$ cat src/hw/rtl/mde_pkg.sv
// ---------------------------------------------------------------------------
// mde_pkg
// opcode and funct codes, operation kinds and the queue entry format shared
// by the decode and execute halves of the unit
// ---------------------------------------------------------------------------
package mde_pkg;

    localparam int unsigned XLEN  = 32;
    localparam int unsigned REG_W = 5;

    // primary opcodes
    localparam logic [5:0] OPC_SPECIAL = 6'h00;
    localparam logic [5:0] OPC_J       = 6'h02;
    localparam logic [5:0] OPC_JAL     = 6'h03;
    localparam logic [5:0] OPC_BEQ     = 6'h04;
    localparam logic [5:0] OPC_BNE     = 6'h05;
    localparam logic [5:0] OPC_ADDI    = 6'h08;
    localparam logic [5:0] OPC_ADDIU   = 6'h09;
    localparam logic [5:0] OPC_SLTI    = 6'h0a;
    localparam logic [5:0] OPC_SLTIU   = 6'h0b;
    localparam logic [5:0] OPC_ANDI    = 6'h0c;
    localparam logic [5:0] OPC_ORI     = 6'h0d;
    localparam logic [5:0] OPC_LUI     = 6'h0f;
    localparam logic [5:0] OPC_LW      = 6'h23;
    localparam logic [5:0] OPC_SW      = 6'h2b;

    // funct codes of the special opcode
    localparam logic [5:0] FN_SLL  = 6'h00;
    localparam logic [5:0] FN_SRL  = 6'h02;
    localparam logic [5:0] FN_JR   = 6'h08;
    localparam logic [5:0] FN_ADD  = 6'h20;
    localparam logic [5:0] FN_ADDU = 6'h21;
    localparam logic [5:0] FN_SUB  = 6'h22;
    localparam logic [5:0] FN_SUBU = 6'h23;
    localparam logic [5:0] FN_AND  = 6'h24;
    localparam logic [5:0] FN_OR   = 6'h25;
    localparam logic [5:0] FN_NOR  = 6'h27;
    localparam logic [5:0] FN_SLT  = 6'h2a;
    localparam logic [5:0] FN_SLTU = 6'h2b;

    localparam logic [REG_W-1:0] REG_LINK = 5'd31;
    localparam logic [REG_W-1:0] REG_ZERO = 5'd0;

    typedef enum logic [4:0] {
        K_ADD,
        K_SUB,
        K_AND,
        K_OR,
        K_NOR,
        K_SLT,
        K_SLTU,
        K_SLL,
        K_SRL,
        K_LUI,
        K_LW,
        K_SW,
        K_BEQ,
        K_BNE,
        K_J,
        K_JAL,
        K_JR,
        K_ILLEGAL
    } t_op_kind;

    // one classified instruction waiting for the execute half
    typedef struct packed {
        t_op_kind         kind;
        logic [XLEN-1:0]  opa;      // rs value
        logic [XLEN-1:0]  opb;      // rt value or extended immediate
        logic [XLEN-1:0]  rt_val;   // rt value, kept for stores and branches
        logic [XLEN-1:0]  pc;
        logic [15:0]      imm;
        logic [25:0]      jidx;
        logic [REG_W-1:0] shamt;
        logic [REG_W-1:0] dest;
        logic             wr;
    } t_q_entry;

endpackage

$ cat src/hw/rtl/mde_channels.sv
// ---------------------------------------------------------------------------
// mde channels
// valid/ready channels carrying instruction beats in and result beats out
// ---------------------------------------------------------------------------
interface mde_in_if;
    logic        valid;
    logic        ready;
    logic [31:0] instruction_word;
    logic [31:0] instruction_pc;
    logic [31:0] source_value;
    logic [31:0] target_value;

    modport source (
        output valid, instruction_word, instruction_pc, source_value, target_value,
        input  ready
    );
    modport sink (
        input  valid, instruction_word, instruction_pc, source_value, target_value,
        output ready
    );
endinterface

interface mde_out_if;
    logic        valid;
    logic        ready;
    logic [31:0] result_value;
    logic [4:0]  dest_reg;
    logic        reg_write;
    logic        mem_read;
    logic        mem_write;
    logic [31:0] mem_address;
    logic [31:0] store_data;
    logic        redirect;
    logic [31:0] next_pc;
    logic        illegal;

    modport source (
        output valid, result_value, dest_reg, reg_write, mem_read, mem_write,
               mem_address, store_data, redirect, next_pc, illegal,
        input  ready
    );
    modport sink (
        input  valid, result_value, dest_reg, reg_write, mem_read, mem_write,
               mem_address, store_data, redirect, next_pc, illegal,
        output ready
    );
endinterface

$ cat src/hw/rtl/mde_decode.sv
// ---------------------------------------------------------------------------
// mde_decode
// front half: classifies an instruction beat and selects its operands
// ---------------------------------------------------------------------------
module mde_decode import mde_pkg::*; (
    mde_in_if.sink     i_in,
    input  logic       i_push_ready,
    output logic       o_push_valid,
    output t_q_entry   o_entry
);

    logic [5:0]      opc;
    logic [5:0]      fn;
    logic [XLEN-1:0] simm;
    logic [XLEN-1:0] zimm;

    assign opc  = i_in.instruction_word[31:26];
    assign fn   = i_in.instruction_word[5:0];
    assign simm = {{16{i_in.instruction_word[15]}}, i_in.instruction_word[15:0]};
    assign zimm = {16'h0000, i_in.instruction_word[15:0]};

    assign o_push_valid = i_in.valid;
    assign i_in.ready   = i_push_ready;

    always_comb begin
        o_entry        = '0;
        o_entry.opa    = i_in.source_value;
        o_entry.opb    = i_in.target_value;
        o_entry.rt_val = i_in.target_value;
        o_entry.pc     = i_in.instruction_pc;
        o_entry.imm    = i_in.instruction_word[15:0];
        o_entry.jidx   = i_in.instruction_word[25:0];
        o_entry.shamt  = i_in.instruction_word[10:6];
        o_entry.kind   = K_ILLEGAL;
        o_entry.wr     = 1'b0;
        o_entry.dest   = REG_ZERO;

        if (opc == OPC_SPECIAL) begin
            o_entry.wr   = 1'b1;
            o_entry.dest = i_in.instruction_word[15:11];
            unique case (fn)
                FN_ADD, FN_ADDU: o_entry.kind = K_ADD;
                FN_SUB, FN_SUBU: o_entry.kind = K_SUB;
                FN_AND:          o_entry.kind = K_AND;
                FN_OR:           o_entry.kind = K_OR;
                FN_NOR:          o_entry.kind = K_NOR;
                FN_SLT:          o_entry.kind = K_SLT;
                FN_SLTU:         o_entry.kind = K_SLTU;
                FN_SLL:          o_entry.kind = K_SLL;
                FN_SRL:          o_entry.kind = K_SRL;
                FN_JR:           o_entry.kind = K_JR;
                default:         o_entry.kind = K_ILLEGAL;
            endcase
            if (o_entry.kind == K_JR || o_entry.kind == K_ILLEGAL) begin
                o_entry.wr   = 1'b0;
                o_entry.dest = REG_ZERO;
            end
        end else begin
            // immediate formats write rt
            o_entry.dest = i_in.instruction_word[20:16];
            o_entry.opb  = simm;
            unique case (opc)
                OPC_J:               o_entry.kind = K_J;
                OPC_JAL:             o_entry.kind = K_JAL;
                OPC_BEQ:             o_entry.kind = K_BEQ;
                OPC_BNE:             o_entry.kind = K_BNE;
                OPC_ADDI, OPC_ADDIU: o_entry.kind = K_ADD;
                OPC_SLTI:            o_entry.kind = K_SLT;
                OPC_SLTIU:           o_entry.kind = K_SLTU;
                OPC_ANDI:            o_entry.kind = K_AND;
                OPC_ORI:             o_entry.kind = K_OR;
                OPC_LUI:             o_entry.kind = K_LUI;
                OPC_LW:              o_entry.kind = K_LW;
                OPC_SW:              o_entry.kind = K_SW;
                default:             o_entry.kind = K_ILLEGAL;
            endcase
            if (opc == OPC_ANDI || opc == OPC_ORI) begin
                o_entry.opb = zimm;
            end
            unique case (o_entry.kind)
                K_ADD, K_SLT, K_SLTU, K_AND, K_OR, K_LUI, K_LW: begin
                    o_entry.wr = 1'b1;
                end
                K_JAL: begin
                    o_entry.wr   = 1'b1;
                    o_entry.dest = REG_LINK;
                end
                default: begin
                    o_entry.wr   = 1'b0;
                    o_entry.dest = REG_ZERO;
                end
            endcase
        end
    end

endmodule

$ cat src/hw/rtl/mde_queue.sv
// ---------------------------------------------------------------------------
// mde_queue
// short first-in first-out queue of classified instructions
// ---------------------------------------------------------------------------
module mde_queue import mde_pkg::*; #(
    parameter int unsigned DEPTH = 2
) (
    input  logic     i_clk,
    input  logic     i_rst_n,
    input  logic     i_push_valid,
    output logic     o_push_ready,
    input  t_q_entry i_push_entry,
    output logic     o_pop_valid,
    input  logic     i_pop,
    output t_q_entry o_pop_entry
);

    localparam int unsigned PTR_W = (DEPTH > 1) ? $clog2(DEPTH) : 1;
    localparam int unsigned CNT_W = $clog2(DEPTH + 1);

    t_q_entry         r_mem [DEPTH];
    logic [PTR_W-1:0] r_wr_ptr, n_wr_ptr;
    logic [PTR_W-1:0] r_rd_ptr, n_rd_ptr;
    logic [CNT_W-1:0] r_count, n_count;
    logic             push;
    logic             pop;

    assign o_push_ready = (r_count != CNT_W'(DEPTH));
    assign o_pop_valid  = (r_count != '0);
    assign o_pop_entry  = r_mem[r_rd_ptr];
    assign push         = i_push_valid && o_push_ready;
    assign pop          = i_pop && o_pop_valid;

    always_comb begin
        n_wr_ptr = r_wr_ptr;
        n_rd_ptr = r_rd_ptr;
        n_count  = r_count;
        if (push) begin
            n_wr_ptr = (r_wr_ptr == PTR_W'(DEPTH - 1)) ? '0 : r_wr_ptr + 1'b1;
        end
        if (pop) begin
            n_rd_ptr = (r_rd_ptr == PTR_W'(DEPTH - 1)) ? '0 : r_rd_ptr + 1'b1;
        end
        if (push && !pop) begin
            n_count = r_count + 1'b1;
        end else if (pop && !push) begin
            n_count = r_count - 1'b1;
        end
    end

    always_ff @(posedge i_clk) begin
        if (!i_rst_n) begin
            r_wr_ptr <= '0;
            r_rd_ptr <= '0;
            r_count  <= '0;
        end else begin
            r_wr_ptr <= n_wr_ptr;
            r_rd_ptr <= n_rd_ptr;
            r_count  <= n_count;
        end
    end

    always_ff @(posedge i_clk) begin
        if (push) begin
            r_mem[r_wr_ptr] <= i_push_entry;
        end
    end

endmodule

$ cat src/hw/rtl/mde_execute.sv
// ---------------------------------------------------------------------------
// mde_execute
// back half: carries out one queued instruction into the result register
// ---------------------------------------------------------------------------
module mde_execute import mde_pkg::*; (
    input  logic       i_clk,
    input  logic       i_rst_n,
    input  logic       i_q_valid,
    input  t_q_entry   i_q_entry,
    output logic       o_pop,
    mde_out_if.source  o_out
);

    logic [XLEN-1:0] pc4;
    logic [XLEN-1:0] sum;
    logic [XLEN-1:0] simm;
    logic [XLEN-1:0] br_target;
    logic [XLEN-1:0] jmp_target;

    logic [XLEN-1:0]  n_res, n_addr, n_sdata, n_npc;
    logic [REG_W-1:0] n_dest;
    logic             n_wr, n_mrd, n_mwr, n_redir, n_bad;

    logic             r_valid;
    logic [XLEN-1:0]  r_res, r_addr, r_sdata, r_npc;
    logic [REG_W-1:0] r_dest;
    logic             r_wr, r_mrd, r_mwr, r_redir, r_bad;

    // result register frees up when empty or being drained this cycle
    assign o_pop = i_q_valid && (!r_valid || o_out.ready);

    assign pc4        = i_q_entry.pc + 32'd4;
    assign sum        = i_q_entry.opa + i_q_entry.opb;
    assign simm       = {{16{i_q_entry.imm[15]}}, i_q_entry.imm};
    assign br_target  = pc4 + {simm[29:0], 2'b00};
    assign jmp_target = {pc4[31:28], i_q_entry.jidx, 2'b00};

    always_comb begin
        n_res   = '0;
        n_addr  = '0;
        n_sdata = '0;
        n_npc   = pc4;
        n_dest  = i_q_entry.dest;
        n_wr    = i_q_entry.wr;
        n_mrd   = 1'b0;
        n_mwr   = 1'b0;
        n_redir = 1'b0;
        n_bad   = 1'b0;
        unique case (i_q_entry.kind)
            K_ADD:  n_res = sum;
            K_SUB:  n_res = i_q_entry.opa - i_q_entry.opb;
            K_AND:  n_res = i_q_entry.opa & i_q_entry.opb;
            K_OR:   n_res = i_q_entry.opa | i_q_entry.opb;
            K_NOR:  n_res = ~(i_q_entry.opa | i_q_entry.opb);
            K_SLT:  n_res = XLEN'($signed(i_q_entry.opa) < $signed(i_q_entry.opb));
            K_SLTU: n_res = XLEN'(i_q_entry.opa < i_q_entry.opb);
            K_SLL:  n_res = i_q_entry.opb << i_q_entry.shamt;
            K_SRL:  n_res = i_q_entry.opb >> i_q_entry.shamt;
            K_LUI:  n_res = {i_q_entry.imm, 16'h0000};
            K_LW: begin
                n_mrd  = 1'b1;
                n_addr = sum;
                n_res  = sum;
            end
            K_SW: begin
                n_mwr   = 1'b1;
                n_addr  = sum;
                n_sdata = i_q_entry.rt_val;
            end
            K_BEQ: begin
                if (i_q_entry.opa == i_q_entry.rt_val) begin
                    n_redir = 1'b1;
                    n_npc   = br_target;
                end
            end
            K_BNE: begin
                if (i_q_entry.opa != i_q_entry.rt_val) begin
                    n_redir = 1'b1;
                    n_npc   = br_target;
                end
            end
            K_J: begin
                n_redir = 1'b1;
                n_npc   = jmp_target;
            end
            K_JAL: begin
                n_redir = 1'b1;
                n_npc   = jmp_target;
                n_res   = pc4 + 32'd4;
            end
            K_JR: begin
                n_redir = 1'b1;
                n_npc   = i_q_entry.opa;
            end
            default: begin
                n_bad  = 1'b1;
                n_wr   = 1'b0;
                n_dest = REG_ZERO;
            end
        endcase
    end

    always_ff @(posedge i_clk) begin
        if (!i_rst_n) begin
            r_valid <= 1'b0;
        end else if (o_pop) begin
            r_valid <= 1'b1;
        end else if (o_out.ready) begin
            r_valid <= 1'b0;
        end
    end

    always_ff @(posedge i_clk) begin
        if (o_pop) begin
            r_res   <= n_res;
            r_addr  <= n_addr;
            r_sdata <= n_sdata;
            r_npc   <= n_npc;
            r_dest  <= n_dest;
            r_wr    <= n_wr;
            r_mrd   <= n_mrd;
            r_mwr   <= n_mwr;
            r_redir <= n_redir;
            r_bad   <= n_bad;
        end
    end

    assign o_out.valid        = r_valid;
    assign o_out.result_value = r_res;
    assign o_out.dest_reg     = r_dest;
    assign o_out.reg_write    = r_wr;
    assign o_out.mem_read     = r_mrd;
    assign o_out.mem_write    = r_mwr;
    assign o_out.mem_address  = r_addr;
    assign o_out.store_data   = r_sdata;
    assign o_out.redirect     = r_redir;
    assign o_out.next_pc      = r_npc;
    assign o_out.illegal      = r_bad;

endmodule

$ cat src/hw/rtl/mips_decode_execute_unit.sv
// ---------------------------------------------------------------------------
// mips_decode_execute_unit
// decode and execute of a mips32 integer subset, one instruction per clock
// ---------------------------------------------------------------------------
// usage
//   i_in carries one beat per instruction: the word, its pc and the values
//   of the registers named by rs and rt
//   o_out carries one result beat per instruction: alu or link value,
//   destination and write flag, lw/sw request, redirect with next pc, and
//   an illegal flag that suppresses every write
//   an instruction beat is decoded and classified in the front half, written
//   into a short queue, then executed by the back half into a result
//   register
//   throughput is one instruction per clock while the receiver is ready:
//   the result register reloads in the same cycle it is drained
//   when the receiver stalls the result register holds and the queue soaks
//   up further beats; i_in.ready drops only once the queue is full
//   reset clears the queue pointers and the result valid flag; no result
//   beat is offered until an instruction is accepted
// ---------------------------------------------------------------------------
module mips_decode_execute_unit import mde_pkg::*; #(
    parameter int unsigned QUEUE_DEPTH = 2
) (
    input  logic      i_clk,
    input  logic      i_rst_n,
    mde_in_if.sink    i_in,
    mde_out_if.source o_out
);

    // front to queue
    logic     push_valid;
    logic     push_ready;
    t_q_entry push_entry;

    // queue to back
    logic     q_valid;
    logic     q_pop;
    t_q_entry q_entry;

    // front half: field extraction, operation kind, operand select
    mde_decode u_decode (
        .i_in         (i_in),
        .i_push_ready (push_ready),
        .o_push_valid (push_valid),
        .o_entry      (push_entry)
    );

    // decouples decode from a stalled result channel
    mde_queue #(
        .DEPTH (QUEUE_DEPTH)
    ) u_queue (
        .i_clk        (i_clk),
        .i_rst_n      (i_rst_n),
        .i_push_valid (push_valid),
        .o_push_ready (push_ready),
        .i_push_entry (push_entry),
        .o_pop_valid  (q_valid),
        .i_pop        (q_pop),
        .o_pop_entry  (q_entry)
    );

    // back half: alu, address and branch target adders, result register
    mde_execute u_execute (
        .i_clk     (i_clk),
        .i_rst_n   (i_rst_n),
        .i_q_valid (q_valid),
        .i_q_entry (q_entry),
        .o_pop     (q_pop),
        .o_out     (o_out)
    );

`ifndef SYNTH
    // an illegal instruction writes nothing and does not redirect
    a_illegal_quiet: assert property (@(posedge i_clk) disable iff (!i_rst_n)
        o_out.valid && o_out.illegal |->
            !o_out.reg_write && !o_out.mem_read && !o_out.mem_write && !o_out.redirect)
        else $error("illegal result carries a write or redirect");

    // a load writes its destination and reports the address as its result
    a_load_shape: assert property (@(posedge i_clk) disable iff (!i_rst_n)
        o_out.valid && o_out.mem_read |->
            o_out.reg_write && !o_out.mem_write && o_out.result_value == o_out.mem_address)
        else $error("load result malformed");

    // no destination is named when nothing is written
    a_dest_idle: assert property (@(posedge i_clk) disable iff (!i_rst_n)
        o_out.valid && !o_out.reg_write |-> o_out.dest_reg == REG_ZERO)
        else $error("destination set without a register write");

    // an empty result register always takes the head of the queue
    a_queue_drains: assert property (@(posedge i_clk) disable iff (!i_rst_n)
        q_valid && !o_out.valid |-> q_pop)
        else $error("back half idle while the queue holds work");
`endif

endmodule

$ cat src/flat_wrapper.sv
// flat-port wrapper written by rule: the top's interface ports become plain ports
module mips_decode_execute_unit_flat import mde_pkg::*;
#(
    parameter int unsigned QUEUE_DEPTH = 2
)
  (i_clk, i_rst_n, i_in_valid, i_in_instruction_word, i_in_instruction_pc, i_in_source_value, i_in_target_value, i_in_ready, o_out_valid, o_out_result_value, o_out_dest_reg, o_out_reg_write, o_out_mem_read, o_out_mem_write, o_out_mem_address, o_out_store_data, o_out_redirect, o_out_next_pc, o_out_illegal, o_out_ready);
  mde_in_if i_in_i ();
  mde_out_if o_out_i ();
  input  logic i_clk;
  input  logic i_rst_n;
  input wire logic [$bits(i_in_i.valid)-1:0] i_in_valid;
  input wire logic [$bits(i_in_i.instruction_word)-1:0] i_in_instruction_word;
  input wire logic [$bits(i_in_i.instruction_pc)-1:0] i_in_instruction_pc;
  input wire logic [$bits(i_in_i.source_value)-1:0] i_in_source_value;
  input wire logic [$bits(i_in_i.target_value)-1:0] i_in_target_value;
  output wire logic [$bits(i_in_i.ready)-1:0] i_in_ready;
  output wire logic [$bits(o_out_i.valid)-1:0] o_out_valid;
  output wire logic [$bits(o_out_i.result_value)-1:0] o_out_result_value;
  output wire logic [$bits(o_out_i.dest_reg)-1:0] o_out_dest_reg;
  output wire logic [$bits(o_out_i.reg_write)-1:0] o_out_reg_write;
  output wire logic [$bits(o_out_i.mem_read)-1:0] o_out_mem_read;
  output wire logic [$bits(o_out_i.mem_write)-1:0] o_out_mem_write;
  output wire logic [$bits(o_out_i.mem_address)-1:0] o_out_mem_address;
  output wire logic [$bits(o_out_i.store_data)-1:0] o_out_store_data;
  output wire logic [$bits(o_out_i.redirect)-1:0] o_out_redirect;
  output wire logic [$bits(o_out_i.next_pc)-1:0] o_out_next_pc;
  output wire logic [$bits(o_out_i.illegal)-1:0] o_out_illegal;
  input wire logic [$bits(o_out_i.ready)-1:0] o_out_ready;
  assign i_in_i.valid = i_in_valid;
  assign i_in_i.instruction_word = i_in_instruction_word;
  assign i_in_i.instruction_pc = i_in_instruction_pc;
  assign i_in_i.source_value = i_in_source_value;
  assign i_in_i.target_value = i_in_target_value;
  assign i_in_ready = i_in_i.ready;
  assign o_out_valid = o_out_i.valid;
  assign o_out_result_value = o_out_i.result_value;
  assign o_out_dest_reg = o_out_i.dest_reg;
  assign o_out_reg_write = o_out_i.reg_write;
  assign o_out_mem_read = o_out_i.mem_read;
  assign o_out_mem_write = o_out_i.mem_write;
  assign o_out_mem_address = o_out_i.mem_address;
  assign o_out_store_data = o_out_i.store_data;
  assign o_out_redirect = o_out_i.redirect;
  assign o_out_next_pc = o_out_i.next_pc;
  assign o_out_illegal = o_out_i.illegal;
  assign o_out_i.ready = o_out_ready;
  mips_decode_execute_unit #(.QUEUE_DEPTH(QUEUE_DEPTH)) u_core (.i_clk(i_clk), .i_rst_n(i_rst_n), .i_in(i_in_i), .o_out(o_out_i));
endmodule
$ cat config.mk
export PLATFORM = sky130hd
export DESIGN_NAME = mips_decode_execute_unit_flat
export DESIGN_NICKNAME = d
export VERILOG_FILES = /design/src/hw/rtl/mde_pkg.sv /design/src/hw/rtl/mde_channels.sv /design/src/hw/rtl/mde_decode.sv /design/src/hw/rtl/mde_queue.sv /design/src/hw/rtl/mde_execute.sv /design/src/hw/rtl/mips_decode_execute_unit.sv /design/src/flat_wrapper.sv
export SDC_FILE = /design/constraint.sdc
export NUM_CORES = 1
export LEC_CHECK = 0
export BUFFER_PORTS_ARGS = -buffer_cell sky130_fd_sc_hd__buf_4
export CAP_MARGIN = 10
export CELL_PAD_IN_SITES_DETAIL_PLACEMENT = 1
export CELL_PAD_IN_SITES_GLOBAL_PLACEMENT = 1
export CORE_AREA = 3 3 276 278
export DETAILED_ROUTE_END_ITERATION = 10
export DIE_AREA = 0 0 279 281
export GPL_TIMING_DRIVEN = 1
export HOLD_SLACK_MARGIN = 0.1
export PLACE_DENSITY = 0.69
export SETUP_SLACK_MARGIN = 0.5
export SLEW_MARGIN = 25
export SYNTH_ARGS = -nofsm -noshare
export SYNTH_HDL_FRONTEND = slang
export SYNTH_SLANG_ARGS = --single-unit
export TNS_END_PERCENT = 20
$ cat constraint.sdc
create_clock -name i_clk -period 8.7 [get_ports i_clk]
set_input_delay 1.74 -clock i_clk [delete_from_list [all_inputs] [get_ports i_clk]]
set_output_delay 1.74 -clock i_clk [all_outputs]
set_load 0.05 [all_outputs]
Yosys cells after proc, flatten, opt, wreduce, memory -nomap -nowiden
Memories as Yosys holds them, arrays and structs flattened. A register that Yosys moved wholly into a read port is not among the register bits.
Cells that the tools add are included.
{"block": "totals", "ff_bits": 143, "mem_bits_rw": 372, "romBits": 320, "inputBits": 132, "n_memories": 2}
{"name": "u_core.u_queue.r_mem", "words": 2, "word_bits": 186, "read_ports": 1, "rd_clocked_by_memory_dff": 1, "write_ports": 1, "line": "mde_queue.sv:21", "rtl": "t_q_entry r_mem [DEPTH];"}
{"name": "(no name shown)", "words": 64, "word_bits": 5, "read_ports": 1, "rd_clocked_by_memory_dff": 0, "write_ports": 0, "line": "mde_decode.sv:62", "rtl": "unique case (opc)"}
{"block": "op_classes", "addsub": 9, "magnitude_cmp": 2, "eq_ne": 41, "n_shift": 2, "muxes": 30, "n_bitwise": 3, "reduce_logical": 27}
{"op": "$pmux W32 S11", "n": 1}
{"op": "$mux W32", "n": 4}
{"op": "$pmux W32 S4", "n": 1}
{"op": "$add A32 B3 Y32 const B", "n": 2}
{"op": "$add A32 B32 Y32", "n": 2}
{"op": "$lt A32 B32 Y1", "n": 2}
{"op": "$eq A5 B4 Y1 const B", "n": 11}
{"op": "$eq A6 B6 Y1 const B", "n": 9}
{"op": "$pmux W5 S10", "n": 1}
{"op": "$and A32 B32 Y32", "n": 1}
{"op": "$eq A32 B32 Y1", "n": 1}
{"op": "$ne A32 B32 Y1", "n": 1}
{"op": "$not A32 Y32", "n": 1}
{"op": "$or A32 B32 Y32", "n": 1}
{"op": "$shl A32 B5 Y32", "n": 1}
{"op": "$shr A32 B5 Y32", "n": 1}
{"op": "$sub A32 B32 Y32", "n": 1}
{"op": "$eq A5 B3 Y1 const B", "n": 6}
{"op": "$eq A5 B2 Y1 const B", "n": 4}
{"op": "$eq A6 B4 Y1 const B", "n": 3}
{"op": "$reduce_or A17 Y1", "n": 1}
{"op": "$eq A5 B5 Y1 const B", "n": 3}
{"op": "$mux W5", "n": 3}
{"op": "$mux W1", "n": 14}
{"op": "other kinds (20)", "n": 39}

Depth between registers and ports, before layout
Gate-level depths: netlist of the first run.
{"block": "logic_depth", "depth_word": 8, "ltp_mapped": 28, "mapped_depth_nobuf": 21}

Hierarchy
A second synthesis of the first run with hierarchy kept.
{"block": "hier_totals", "cells_unflattened": 2966, "area_unflattened_um2": 32980.4}
{"module": "mde_execute", "instances": 1, "cells_per_inst": 2036, "area_each_um2": 16638.5}
{"module": "mde_queue", "instances": 1, "cells_per_inst": 603, "area_each_um2": 14244.9}
{"module": "mde_decode", "instances": 1, "cells_per_inst": 327, "area_each_um2": 2097.0}

Worst setup path after synthesis of the first run
Ideal clock, no wire load.
{"block": "synth_path", "path_type": "in2reg", "startpoint": "in i_in_valid", "endpoint": "mem u_core.u_queue.r_mem[0][0] (netlist name) (enable)", "t_arrival_ns": 8.704, "t_required_ns": 8.006, "setup_slack_ns": -0.698, "stages": 2, "n_path_buf": 0, "cell_sequence": "nand2_1 > nor2_1"}
{"block": "synth_via", "elab_chain_len": 3}
{"element": "start: declaration", "line": "flat_wrapper.sv:11", "rtl": "input wire logic [$bits(i_in_i.valid)-1:0] i_in_valid;"}
{"element": "$logic_and A1 B1 Y1", "line": "mde_queue.sv:31", "rtl": "assign push = i_push_valid && o_push_ready;"}
{"element": "$mux W1", "line": "mde_queue.sv:64", "rtl": "if (push) begin"}
{"element": "$mux W1 (implied by the code)", "line": "mde_queue.sv:65", "rtl": "r_mem[r_wr_ptr] <= i_push_entry;"}
{"element": "end: declaration", "line": "mde_queue.sv:21"}
No other way between the ends.

==> impl_metrics.yaml, run 1 <==
final_layout:
  drive_gt1_share_pct: 17.2
  final_util_pct: 46.5
  antenna_cells: 0
  fin_area_um2: 34500
  fin_nets: 3314
  fillers: 8105
  largest-register: "u_core.u_queue.r_mem"
  area_growth_pct: 16.8
  largest_reg_flops: 330
run:
  cap_viol_max_count: 0
timing:
  setup_viol: 0
  fin_worst_skew_ns: 0.0245
  rsz0062_at_grt: "false"
  timing_worst_slew_pin_value_ns: 1.18
  finalCriticalPeriod_ns: 6.19
  period_share_pct: 71.1
  max_slew_margin_pct: 21.3
  hold_violations: 0
  drv_slew: 0
  fmaxAchievable_ghz: 0.162
cts:
  path_clk_slew_ns: 0.06
  cts_tree: "built"
  postCtsSetupRepairBufs: 0
  cts_buffers: 53
  clock_latency_ns: 0.63
  cts-hold-fix-buffers: 0
  cts_root_buf: "clkbuf_16"
  htreeDepth: 2
  cts.sinks: 474
  cts-resized-gates: 0
  ctsLongestPathBuffers: 3
global_route:
  overflow: 0
  grt_max_degree: 156
  grt_pass1_wl_mm: 183
  antenna_found_initial: 6
  grt_pass1_vias: 25601
  grtUsageTotal_pct: 32.1
yosys:
  synthesis.nets: 3082
  ys_types: 101
  synthFlopType: "edfxtp_1"
  syn_area_per_cell_um2: 10.5
  ys_top_cells_by_area: "edfxtp_1 48%, ha_1 5.6%, mux2i_1 5.0%"
  synth_seq_cells: 474
  synth_area_um2: 29500
  seq_area_frac_synth_pct: 48.0
  synth_edf_count: 468
  synth.largest_area_cell: "edfxtp_1"
  synth_top_area_share_pct: 47.6
  synthArstFlopShare_pct: 0
  ys_warn_count: 0
  netlist_instances: 2816
detailed_routing:
  vias_per_cell: 6.15
  drtPass1Iterations: 5
  wl_met2_mm: 61.1
  wl_met3_mm: 7.85
  drt_iter0_drc: 2302
  totalWireLength_mm: 129
  highest_layer: "met5"
  met1Wirelength_mm: 53.4
  wl_per_cell_um: 31.8
  drc_errors: 0
  ant_nets: 0
  vias: 24970
min_path:
  hold_path.class: "reg2reg"
  hp-start: "u_core.u_queue.r_count[1]$_SDFFE_PN0P_"
  worstHoldEndpoint: "u_core.u_queue.r_count[1]$_SDFFE_PN0P_"
  min_path_cells: 2
power:
  ir_drop_v: 0.000463
  p_per_area_nw_per_um2: 385
  power.leakage_uw: 0.0129
worst_setup_path:
  cpPeakStageDelay_ns: 0.68
  startpoint_type: "flip-flop"
  crit_path_end_kind: "flip-flop"
  crit_top_cell: "a21o_1"
  critPathRequiredTime_ns: 9.07
  r2r_cells: 17
  rr_endpoint: "u_core.u_execute.o_out.result_value[30]$_DFFE_PP_"
  slowest_stage: "dfxtp_4"
  cp.arrival_ns: 6.56
  crit_chain: "buf_12 > mux2i_1 > inv_1 > ha_1 > fa_1 > a21o_1 > a21o_1 > a211oi_1 > o31ai_1 > buf_4 > a41oi_1 > a31oi_1 > a31o_2 > nand2_1 > o21a_1 > o41ai_1 > a221o_1"
  critical-path-top-delay-family: "compound AO/OA/AOI/OAI gates"
  path_buf_inv: 3
  critPathKind: "reg2reg"
  reg2reg_slack_ns: 2.51
  crit_path_max_fanout: 78
die:
  start_util_pct: 39.8
  core_um2: 74200
  die-area_um2: 78400
  pin_count: 272
  rows: 100
  fp.dieH_um: 281
  fp.dieW_um: 279
place:
  portBuffers: 271
  placed_cell_area_um2: 32800
  gp_congestion: 0.983
  dp_hpwl_mm: 99.5
status:
  status: "complete, no violations"
## per-stage QoR
stage / total power [uW] / instances / setup TNS (ns) / setup WS [ns] / hold WS [ns]
after floorplan: 8370 / 2816 / -0.274 / -0.236 / 0.491
after global placement: 10900 / 3960 / 0 / 2.77 / 0.509
after detailed placement: 11000 / 3961 / 0 / 2.64 / 0.551
after CTS: 13200 / 4058 / 0 / 2.62 / 0.559
after global routing: 13900 / 4059 / 0 / 2.19 / 0.610
final: 13300 / 4059 / 0 / 2.51 / 0.549
## worst max path at each step
stage / cells after the start / slack, ns / start / end
detailed placement: 17 / 2.64 / flip-flop / u_core.u_execute.o_out.result_value[30]$_DFFE_PP_
floorplan: 6 / -0.24 / o_out_ready / u_core.u_queue.r_count[1]$_SDFFE_PN0P_
CTS: 17 / 2.62 / flip-flop / u_core.u_execute.o_out.result_value[30]$_DFFE_PP_
global placement: 17 / 2.77 / flip-flop / u_core.u_execute.o_out.next_pc[29]$_DFFE_PP_
finish: 17 / 2.51 / flip-flop / u_core.u_execute.o_out.result_value[30]$_DFFE_PP_
global route: 17 / 2.19 / flip-flop / u_core.u_execute.o_out.next_pc[29]$_DFFE_PP_
## worst register-to-register path, delay by kind of cell (launching register included)
family,cells,cell delay (ns)
AND/OR/NAND/NOR,1,0.13
buffers and inverters,3,0.83
AO/OA/AOI/OAI,10,2.95
multiplexers,1,0.53
flip-flops,1,0.68
adder cells (fa/ha/maj),2,0.79
## cell usage after synthesis, drive strengths merged, types with 25 or more instances
| cell type | n |
|---|---|
| a211oi | 25 |
| mux2 | 56 |
| a221o | 25 |
| nand4 | 30 |
| xor2 | 66 |
| a221oi | 42 |
| nor3 | 55 |
| o221ai | 34 |
| xnor2 | 110 |
| nand3 | 58 |
| o22ai | 43 |
| nand2 | 205 |
| edfxtp | 468 |
| o21ai | 175 |
| a21o | 42 |
| clkbuf | 111 |
| buf | 37 |
| a21oi | 191 |
| mux2i | 152 |
| inv | 126 |
| o21bai | 30 |
| ha | 131 |
| nor2 | 297 |
## routing by layer
layer	vias up	global-route usage, %
met2	948	53.8
met1	12761	41.2
met5	-	0
met3	237	5.10
li1	11022	-
met4	2	14.3
## cells by family after synthesis
logic type / share of synthesized area (%)
and+or+nand+nor: 11.9
DFF: 48.0
AOI/OAI and AO/OA: 17.5
adders and majority gates: 5.75
muxes: 7.38
xor gates and xnor gates: 5.63
buffers and inverters: 3.83
## final cells by class
| cell class | count | area, um^2 | area share [%] |
|---|---|---|---|
| Clock buffer | 68 | 1380 | 4.01 |
| Inverter | 133 | 499 | 1.45 |
| Timing Repair Buffer | 325 | 2510 | 7.29 |
| Sequential cell | 474 | 14200 | 41.1 |
| Multi-Input combinational cell | 2061 | 14400 | 41.7 |
| Tap cell | 969 | 1210 | 3.52 |
| Clock inverter | 29 | 310 | 0.900 |
## power breakdown
part	total (uW)	internal (uW)	switching [uW]
Clock	2210	1250	959
Sequential	3520	3240	281
Combinational	7560	2250	5310
Total	13300	6740	6550
## cell usage in the layout, fill, tap and decap left out, types with 16 or more instances in the layout
| master | netlist | routed |
|---|---|---|
| edfxtp_1 | 468 | 468 |
| buf_4 | 6 | 319 |
| nor2_1 | 296 | 291 |
| nand2_1 | 204 | 204 |
| a21oi_1 | 190 | 190 |
| o21ai_0 | 164 | 163 |
| mux2i_1 | 147 | 135 |
| ha_1 | 131 | 131 |
| inv_1 | 121 | 121 |
| xnor2_1 | 109 | 109 |
| xor2_1 | 66 | 66 |
| nand3_1 | 58 | 57 |
| mux2_2 | 56 | 56 |
| clkbuf_16 | 0 | 53 |
| nor3_1 | 54 | 52 |
| a21o_1 | 42 | 42 |
| o22ai_1 | 43 | 42 |
| a221oi_1 | 40 | 40 |
| o221ai_1 | 34 | 34 |
| o21bai_1 | 30 | 30 |
| nand4_1 | 29 | 29 |
| a221o_1 | 25 | 25 |
| a211oi_1 | 24 | 23 |
| a22oi_1 | 22 | 22 |
| o211ai_1 | 22 | 22 |
| nor2b_1 | 18 | 17 |
| nand2b_1 | 17 | 17 |
| a31oi_1 | 17 | 17 |
| or3_1 | 17 | 16 |
No activity file was read; power rests on OpenSTA's default activity.
==> run 2: changes to the inputs <==
--- a/config.mk
+++ b/config.mk
@@ -5,16 +5,17 @@
 export SDC_FILE = /design/constraint.sdc
 export NUM_CORES = 1
 export LEC_CHECK = 0
+export ABC_AREA = 1
 export BUFFER_PORTS_ARGS = -buffer_cell sky130_fd_sc_hd__buf_4
 export CAP_MARGIN = 10
 export CELL_PAD_IN_SITES_DETAIL_PLACEMENT = 1
 export CELL_PAD_IN_SITES_GLOBAL_PLACEMENT = 1
-export CORE_AREA = 3 3 276 278
+export CORE_AREA = 3 3 283 285
 export DETAILED_ROUTE_END_ITERATION = 10
-export DIE_AREA = 0 0 279 281
+export DIE_AREA = 0 0 286 288
 export GPL_TIMING_DRIVEN = 1
 export HOLD_SLACK_MARGIN = 0.1
-export PLACE_DENSITY = 0.69
+export PLACE_DENSITY = 0.71
 export SETUP_SLACK_MARGIN = 0.5
 export SLEW_MARGIN = 25
 export SYNTH_ARGS = -nofsm -noshare
==> constraint.sdc (replaced) <==
create_clock -name i_clk -period 5.05 [get_ports i_clk]
set_input_delay 1.01 -clock i_clk [delete_from_list [all_inputs] [get_ports i_clk]]
set_output_delay 1.01 -clock i_clk [all_outputs]
set_load 0.05 [all_outputs]
==> run 2 against run 1 <==
Against the previous run: combinational power grew 150%; highest routed layer unchanged; final area increased by 7.5%; synthesized cell count rose by 31%; register-to-register slack worse by 1.9 ns; count of clock-buffer cells in the layout decreased by 4; critical path depth up 1; critical endpoint is now u_core.u_execute.o_out.result_value[24]$_DFFE_PP_; critical path type unchanged; core utilization grew 1.3 points; clock power increased by 72%; clock skew is 0.0058 ns higher; via count increased by 19%.
==> impl_metrics.yaml, run 2 <==
detailed_routing:
  drtPass1Iterations: 5
  drc_errors: 0
  totalWireLength_mm: 144
  drt_iter0_drc: 3153
  ant_nets: 0
  wl_met3_mm: 12.2
  vias: 29670
  wl_per_cell_um: 27.9
  highest_layer: "met5"
  met1Wirelength_mm: 62.8
  wl_met2_mm: 62.9
  vias_per_cell: 5.75
yosys:
  ys_types: 73
  synth_top_area_share_pct: 45.4
  syn_area_per_cell_um2: 8.40
  synthArstFlopShare_pct: 0
  netlist_instances: 3683
  synthFlopType: "edfxtp_1"
  yosys.cell_count.top_type: "nand2_1"
  synth.largest_area_cell: "edfxtp_1"
  synth_seq_cells: 474
  ys_warn_count: 0
  ys_top_cells_by_area: "edfxtp_1 45%, nand2_1 11%, ha_1 5.3%"
  synth_area_um2: 30900
  seq_area_frac_synth_pct: 45.8
  synth_edf_count: 468
  synthesis.nets: 3949
  synthTopCellsByCount: "939 x nand2_1, 468 x edfxtp_1, 352 x nor2_1"
worst_setup_path:
  path_buf_inv: 4
  r2r_cells: 18
  reg2reg_slack_ns: 0.57
  cpPeakStageDelay_ns: 0.50
  crit_chain: "buf_16 > nand2_1 > nand2_1 > inv_1 > ha_1 > buf_4 > a21oi_1 > o21ai_0 > nand2_1 > nand2_1 > nand2_1 > nand3_1 > a21o_1 > xor2_1 > nor2_1 > nor3_1 > buf_4 > nand2_1"
  slowest_stage: "dfxtp_4"
  critPathRequiredTime_ns: 5.43
  crit_top_cell: "nand2_1"
  cp.arrival_ns: 4.86
  startpoint_type: "flip-flop"
  cp-endpoint: "u_core.u_execute.o_out.result_value[24]$_DFFE_PP_"
  path_depth: 18
  critical-path-top-delay-family: "simple AND/OR/NAND/NOR gates"
  crit_path_max_fanout: 67
  critPathKind: "reg2reg"
  rr_endpoint: "u_core.u_execute.o_out.result_value[24]$_DFFE_PP_"
  crit_path_end_kind: "flip-flop"
cts:
  cts_root_buf: "clkbuf_16"
  cts_buffers: 52
  ctsLongestPathBuffers: 3
  path_clk_slew_ns: 0.06
  clock_latency_ns: 0.64
  cts.sinks: 474
  cts-hold-fix-buffers: 0
  cts_tree: "built"
  htreeDepth: 2
power:
  p_per_area_nw_per_um2: 770
  power.leakage_uw: 0.0157
  ir_drop_v: 0.000635
final_layout:
  final_common_cell: "nand2_1"
  largest_reg_flops: 330
  drive_gt1_share_pct: 18.1
  final_util_pct: 47.8
  largest-register: "u_core.u_queue.r_mem"
  fin_nets: 4341
  final_cell_mix: "939 x nand2_1, 468 x edfxtp_1, 461 x buf_4"
  area_growth_pct: 19.9
  fin_area_um2: 37100
timing:
  period_share_pct: 88.6
  finalCriticalPeriod_ns: 4.48
  drv_slew: 0
  max_slew_margin_pct: 30.8
  setup_viol: 0
  layout_setup_ws_ns: 0.573
  fin_worst_skew_ns: 0.0302
  hold_violations: 0
  rsz0062_at_grt: "true"
  fmaxAchievable_ghz: 0.223
  timing_worst_slew_pin_value_ns: 1.03
min_path:
  min_path_cells: 1
  hold_path.class: "reg2reg"
  hp-start: "u_core.u_queue.r_count[0]$_SDFFE_PN0P_"
place:
  gp_congestion: 1.06
  placed_cell_area_um2: 35200
  place_ws_ns: -0.198
  dp_hpwl_mm: 116
  portBuffers: 271
global_route:
  grt_max_degree: 166
  antenna_found_initial: 6
  grtUsageTotal_pct: 34.2
  grt_pass1_vias: 29030
  grt_pass1_wl_mm: 204
  overflow: 0
die:
  core_um2: 77600
  pin_count: 272
  die-area_um2: 82400
  fp.dieH_um: 288
  fp.dieW_um: 286
  rows: 102
  start_util_pct: 39.9
run:
  cap_viol_max_count: 0
status:
  status: "complete, no violations"
[run 2: kinds of logic (layout without fill, tap and decap cells)]
group                    after synthesis  count (layout)  share of synthesized area (%)
other                                  0               1                              0
XOR/XNOR                              87              87                           2.75
multiplexers                          35              35                           1.13
adder cells (fa/ha/maj)              134             134                           5.49
flip-flops                           474             474                           45.8
AO/OA/AOI/OAI                        696             696                           13.4
AND/OR/NAND/NOR                     1750            1750                           24.6
buffers and inverters                507             939                           6.86
[run 2: power by group]
group | internal [uW] | switching, uW | leakage, uW
clock network | 2120 | 1690 | 0.000811
registers | 5700 | 322 | 0.00450
logic | 5200 | 13500 | 0.0104
total | 13000 | 15500 | 0.0157
[run 2: timing repair]
item	4_1_cts	5_1_grt
pin swaps	0	6
gates resized for setup	4	17
setup buffers	0	10
setup endpoints to repair	5	29
[run 2: through the flow]
step           hold slack [ns]  instances  TNS, ns  total power (uW)
2_1_floorplan            0.422       3683  -276.68             17000
4_1_cts                  0.455       5143        0             28000
5_1_grt                  0.491       5156        0             30000
3_3_place_gp             0.431       5049   -0.251             24000
6_report                 0.449       5156        0             28600
3_5_place_dp             0.443       5049   -0.198             24100
[run 2: cell type report]
class                   count  area (um^2)
multi-input cells        2702        14800
clock buffers              64         1350
fillers                  9309        40500
repair buffers            475         3730
inverters                 370         1410
well taps                1040         1300
diodes                      1         2.50
flip-flops and latches    474        14200
clock inverters            30          332
[run 2: metal layers]
metal | global-route usage [%] | vias to the layer above
met5 | 0 | -
met4 | 12.3 | 2
met3 | 6.29 | 225
met2 | 52.7 | 1390
met1 | 48.0 | 14718
li1 | - | 13335
[run 2: how the worst min path moves through the flow]
| stage | endpoint | slack [ns] |
|---|---|---|
| after detailed placement | u_core.u_queue.r_count[0]$_SDFFE_PN0P_ | 0.44 |
| after global routing | u_core.u_queue.r_count[0]$_SDFFE_PN0P_ | 0.49 |
| after global placement | u_core.u_queue.r_count[0]$_SDFFE_PN0P_ | 0.43 |
| after floorplan | u_core.u_queue.r_count[0]$_SDFFE_PN0P_ | 0.42 |
| final | u_core.u_queue.r_count[0]$_SDFFE_PN0P_ | 0.45 |
| after CTS | u_core.u_queue.r_count[0]$_SDFFE_PN0P_ | 0.46 |
==> run 3: changes to the inputs <==
--- a/config.mk
+++ b/config.mk
@@ -15,7 +15,7 @@
 export DIE_AREA = 0 0 286 288
 export GPL_TIMING_DRIVEN = 1
 export HOLD_SLACK_MARGIN = 0.1
-export PLACE_DENSITY = 0.71
+export PLACE_DENSITY_LB_ADDON = 0.1
 export SETUP_SLACK_MARGIN = 0.5
 export SLEW_MARGIN = 25
 export SYNTH_ARGS = -nofsm -noshare
==> run 3 against run 2 <==
Against the previous run: die area unchanged; first-iteration DRC count decreased by 8.6%; count of clock-buffer cells in the layout increased by 1; non-clock buffer count decreased by 13; hold slack improved by 0.0012 ns; largest cell class unchanged; largest power group unchanged.
==> impl_metrics.yaml, run 3 (synthesis gave the netlist of run 2 again) <==
status:
  status: "complete, no violations"
die:
  fp.dieH_um: 288
  start_util_pct: 39.9
  die-area_um2: 82400
  pin_count: 272
  core_um2: 77600
  rows: 102
  fp.dieW_um: 286
detailed_routing:
  vias: 29197
  drtPass1Iterations: 5
  vias_per_cell: 5.67
  totalWireLength_mm: 143
  drc_errors: 0
  drt_iter0_drc: 2881
  wl_per_cell_um: 27.8
  ant_nets: 0
worst_setup_path:
  cp.arrival_ns: 4.77
  r2r_cells: 12
  crit_chain: "buf_16 > buf_4 > o21ai_0 > ha_1 > inv_1 > o211ai_1 > nand3_1 > nand2_1 > xor2_1 > nor2_1 > a2111oi_1 > nand4_1"
  rr_endpoint: "u_core.u_execute.o_out.result_value[6]$_DFFE_PP_"
  slowest_stage: "a2111oi_1"
  startpoint_type: "flip-flop"
  reg2reg_slack_ns: 0.54
  crit_path_max_fanout: 32
  cpPeakStageDelay_ns: 0.57
  cp-endpoint: "u_core.u_execute.o_out.result_value[6]$_DFFE_PP_"
  critPathRequiredTime_ns: 5.31
  crit_path_end_kind: "flip-flop"
  critPathKind: "reg2reg"
global_route:
  met3_usage_pct: 5.17
  grt_use_met1_pct: 48.9
  grtUsageTotal_pct: 34.0
  grt_pass1_vias: 28900
  busiest_layer: "met2"
  overflow: 0
  gr-usage-met2_pct: 51.4
  grt_max_degree: 166
  antenna_found_initial: 5
  grt_pass1_wl_mm: 204
cts:
  cts_buffers: 51
  clock_latency_ns: 0.64
  path_clk_slew_ns: 0.06
  cts_root_buf: "clkbuf_16"
  cts.sinks: 474
  cts-hold-fix-buffers: 0
  ctsLongestPathBuffers: 3
  htreeDepth: 2
  cts_tree: "built"
timing:
  setup_viol: 0
  timing_worst_slew_pin_value_ns: 1.21
  drv_slew: 0
  period_share_pct: 89.2
  fmaxAchievable_ghz: 0.222
  finalCriticalPeriod_ns: 4.51
  hold_slack_ns: 0.451
  fin_worst_skew_ns: 0.0412
  hold_violations: 0
  finalSetupTns_ns: 0
  rsz0062_at_grt: "true"
  max_slew_margin_pct: 19.0
place:
  gp_congestion: 1.06
  portBuffers: 271
  dp_hpwl_mm: 115
final_layout:
  largest-register: "u_core.u_queue.r_mem"
  final_common_cell: "nand2_1"
  largest_reg_flops: 330
  final_cell_mix: "939 x nand2_1, 468 x edfxtp_1, 452 x buf_4"
  fillers: 9318
  fin_nets: 4327
  drive_gt1_share_pct: 17.8
  area_growth_pct: 19.6
power:
  p_per_area_nw_per_um2: 772
  power.leakage_uw: 0.0157
  ir_drop_v: 0.000534
min_path:
  hold_path.class: "reg2reg"
  min_path_cells: 1
run:
  cap_viol_max_count: 0
[run 3: cell types whose count changed in the layout (fill, tap and decap cells not counted), moves of 2 or more]
cell / previous run / this run
diode_2: 1 / 3
xor2_1: 56 / 58
clkinvlp_4: 2 / 4
xor2_2: 9 / 7
clkbuf_1: 12 / 10
clkinv_1: 11 / 9
buf_12: 10 / 7
buf_4: 461 / 452
clkbuf_8: 0 / 4
[run 3: worst min path at each step]
| stage | startpoint | end |
|---|---|---|
| after floorplan | u_core.u_queue.r_count[0]$_SDFFE_PN0P_ | u_core.u_queue.r_count[0]$_SDFFE_PN0P_ |
| after global placement | u_core.u_queue.r_count[0]$_SDFFE_PN0P_ | u_core.u_queue.r_count[0]$_SDFFE_PN0P_ |
| after detailed placement | u_core.u_queue.r_count[0]$_SDFFE_PN0P_ | u_core.u_queue.r_count[0]$_SDFFE_PN0P_ |
| after CTS | u_core.u_queue.r_count[0]$_SDFFE_PN0P_ | u_core.u_queue.r_count[0]$_SDFFE_PN0P_ |
| after global routing | u_core.u_queue.r_rd_ptr$_SDFFE_PN0P_ | u_core.u_queue.r_rd_ptr$_SDFFE_PN0P_ |
| final | u_core.u_queue.r_count[0]$_SDFFE_PN0P_ | u_core.u_queue.r_count[0]$_SDFFE_PN0P_ |
[run 3: power by group]
group          switching [uW]  internal, uW
Combinational           13500          5170
Clock                    1700          2150
Sequential                311          5700
[run 3: what timing repair did]
action,4_1_cts,5_1_grt
setup endpoints to repair,8,29
setup buffers,0,4
cloned,0,1
pin swaps,0,1
resized for setup,6,11
[run 3: layout make-up]
class | instances | area, um^2 | area share, %
clock buffer | 65 | 1370 | 3.70
clock inverter | 30 | 329 | 0.890
antenna | 3 | 7.51 | 0.0203
tap | 1040 | 1300 | 3.52
inverter | 370 | 1410 | 3.80
timing repair buffer | 462 | 3610 | 9.77
multi-input combinational | 2702 | 14800 | 40.0
sequential | 474 | 14200 | 38.3
[run 3: per-stage QoR]
| step | worst slack, ns | util (%) | power [uW] | cells | area (um^2) |
|---|---|---|---|---|---|
| after floorplan | -0.846 | - | 17000 | 3683 | 31000 |
| after global placement | -0.421 | 45.3 | 24100 | 5042 | 35100 |
| after detailed placement | -0.340 | 45.3 | 24200 | 5042 | 35100 |
| after CTS | 0.394 | 47.5 | 28100 | 5137 | 36900 |
| after global routing | 0.409 | 47.7 | 30000 | 5143 | 37000 |
| final | 0.544 | 47.7 | 28600 | 5146 | 37000 |
[run 3: critical path: cells and delay by family, from the launching register on]
family	cells	cell delay, ns
simple gates	4	0.79
xor+xnor	1	0.33
flops	1	0.40
buf+inv	3	0.57
compound gates	3	1.62
fa+ha+maj	1	0.40
[run 3: routing by layer]
| layer | share of wire [%] | vias up |
|---|---|---|
| met4 | 4.5 | 0 |
| met2 | 43 | 1201 |
| met1 | 45 | 14431 |
| li1 | - | 13339 |
| met3 | 7.7 | 226 |
| met5 | 0 | - |
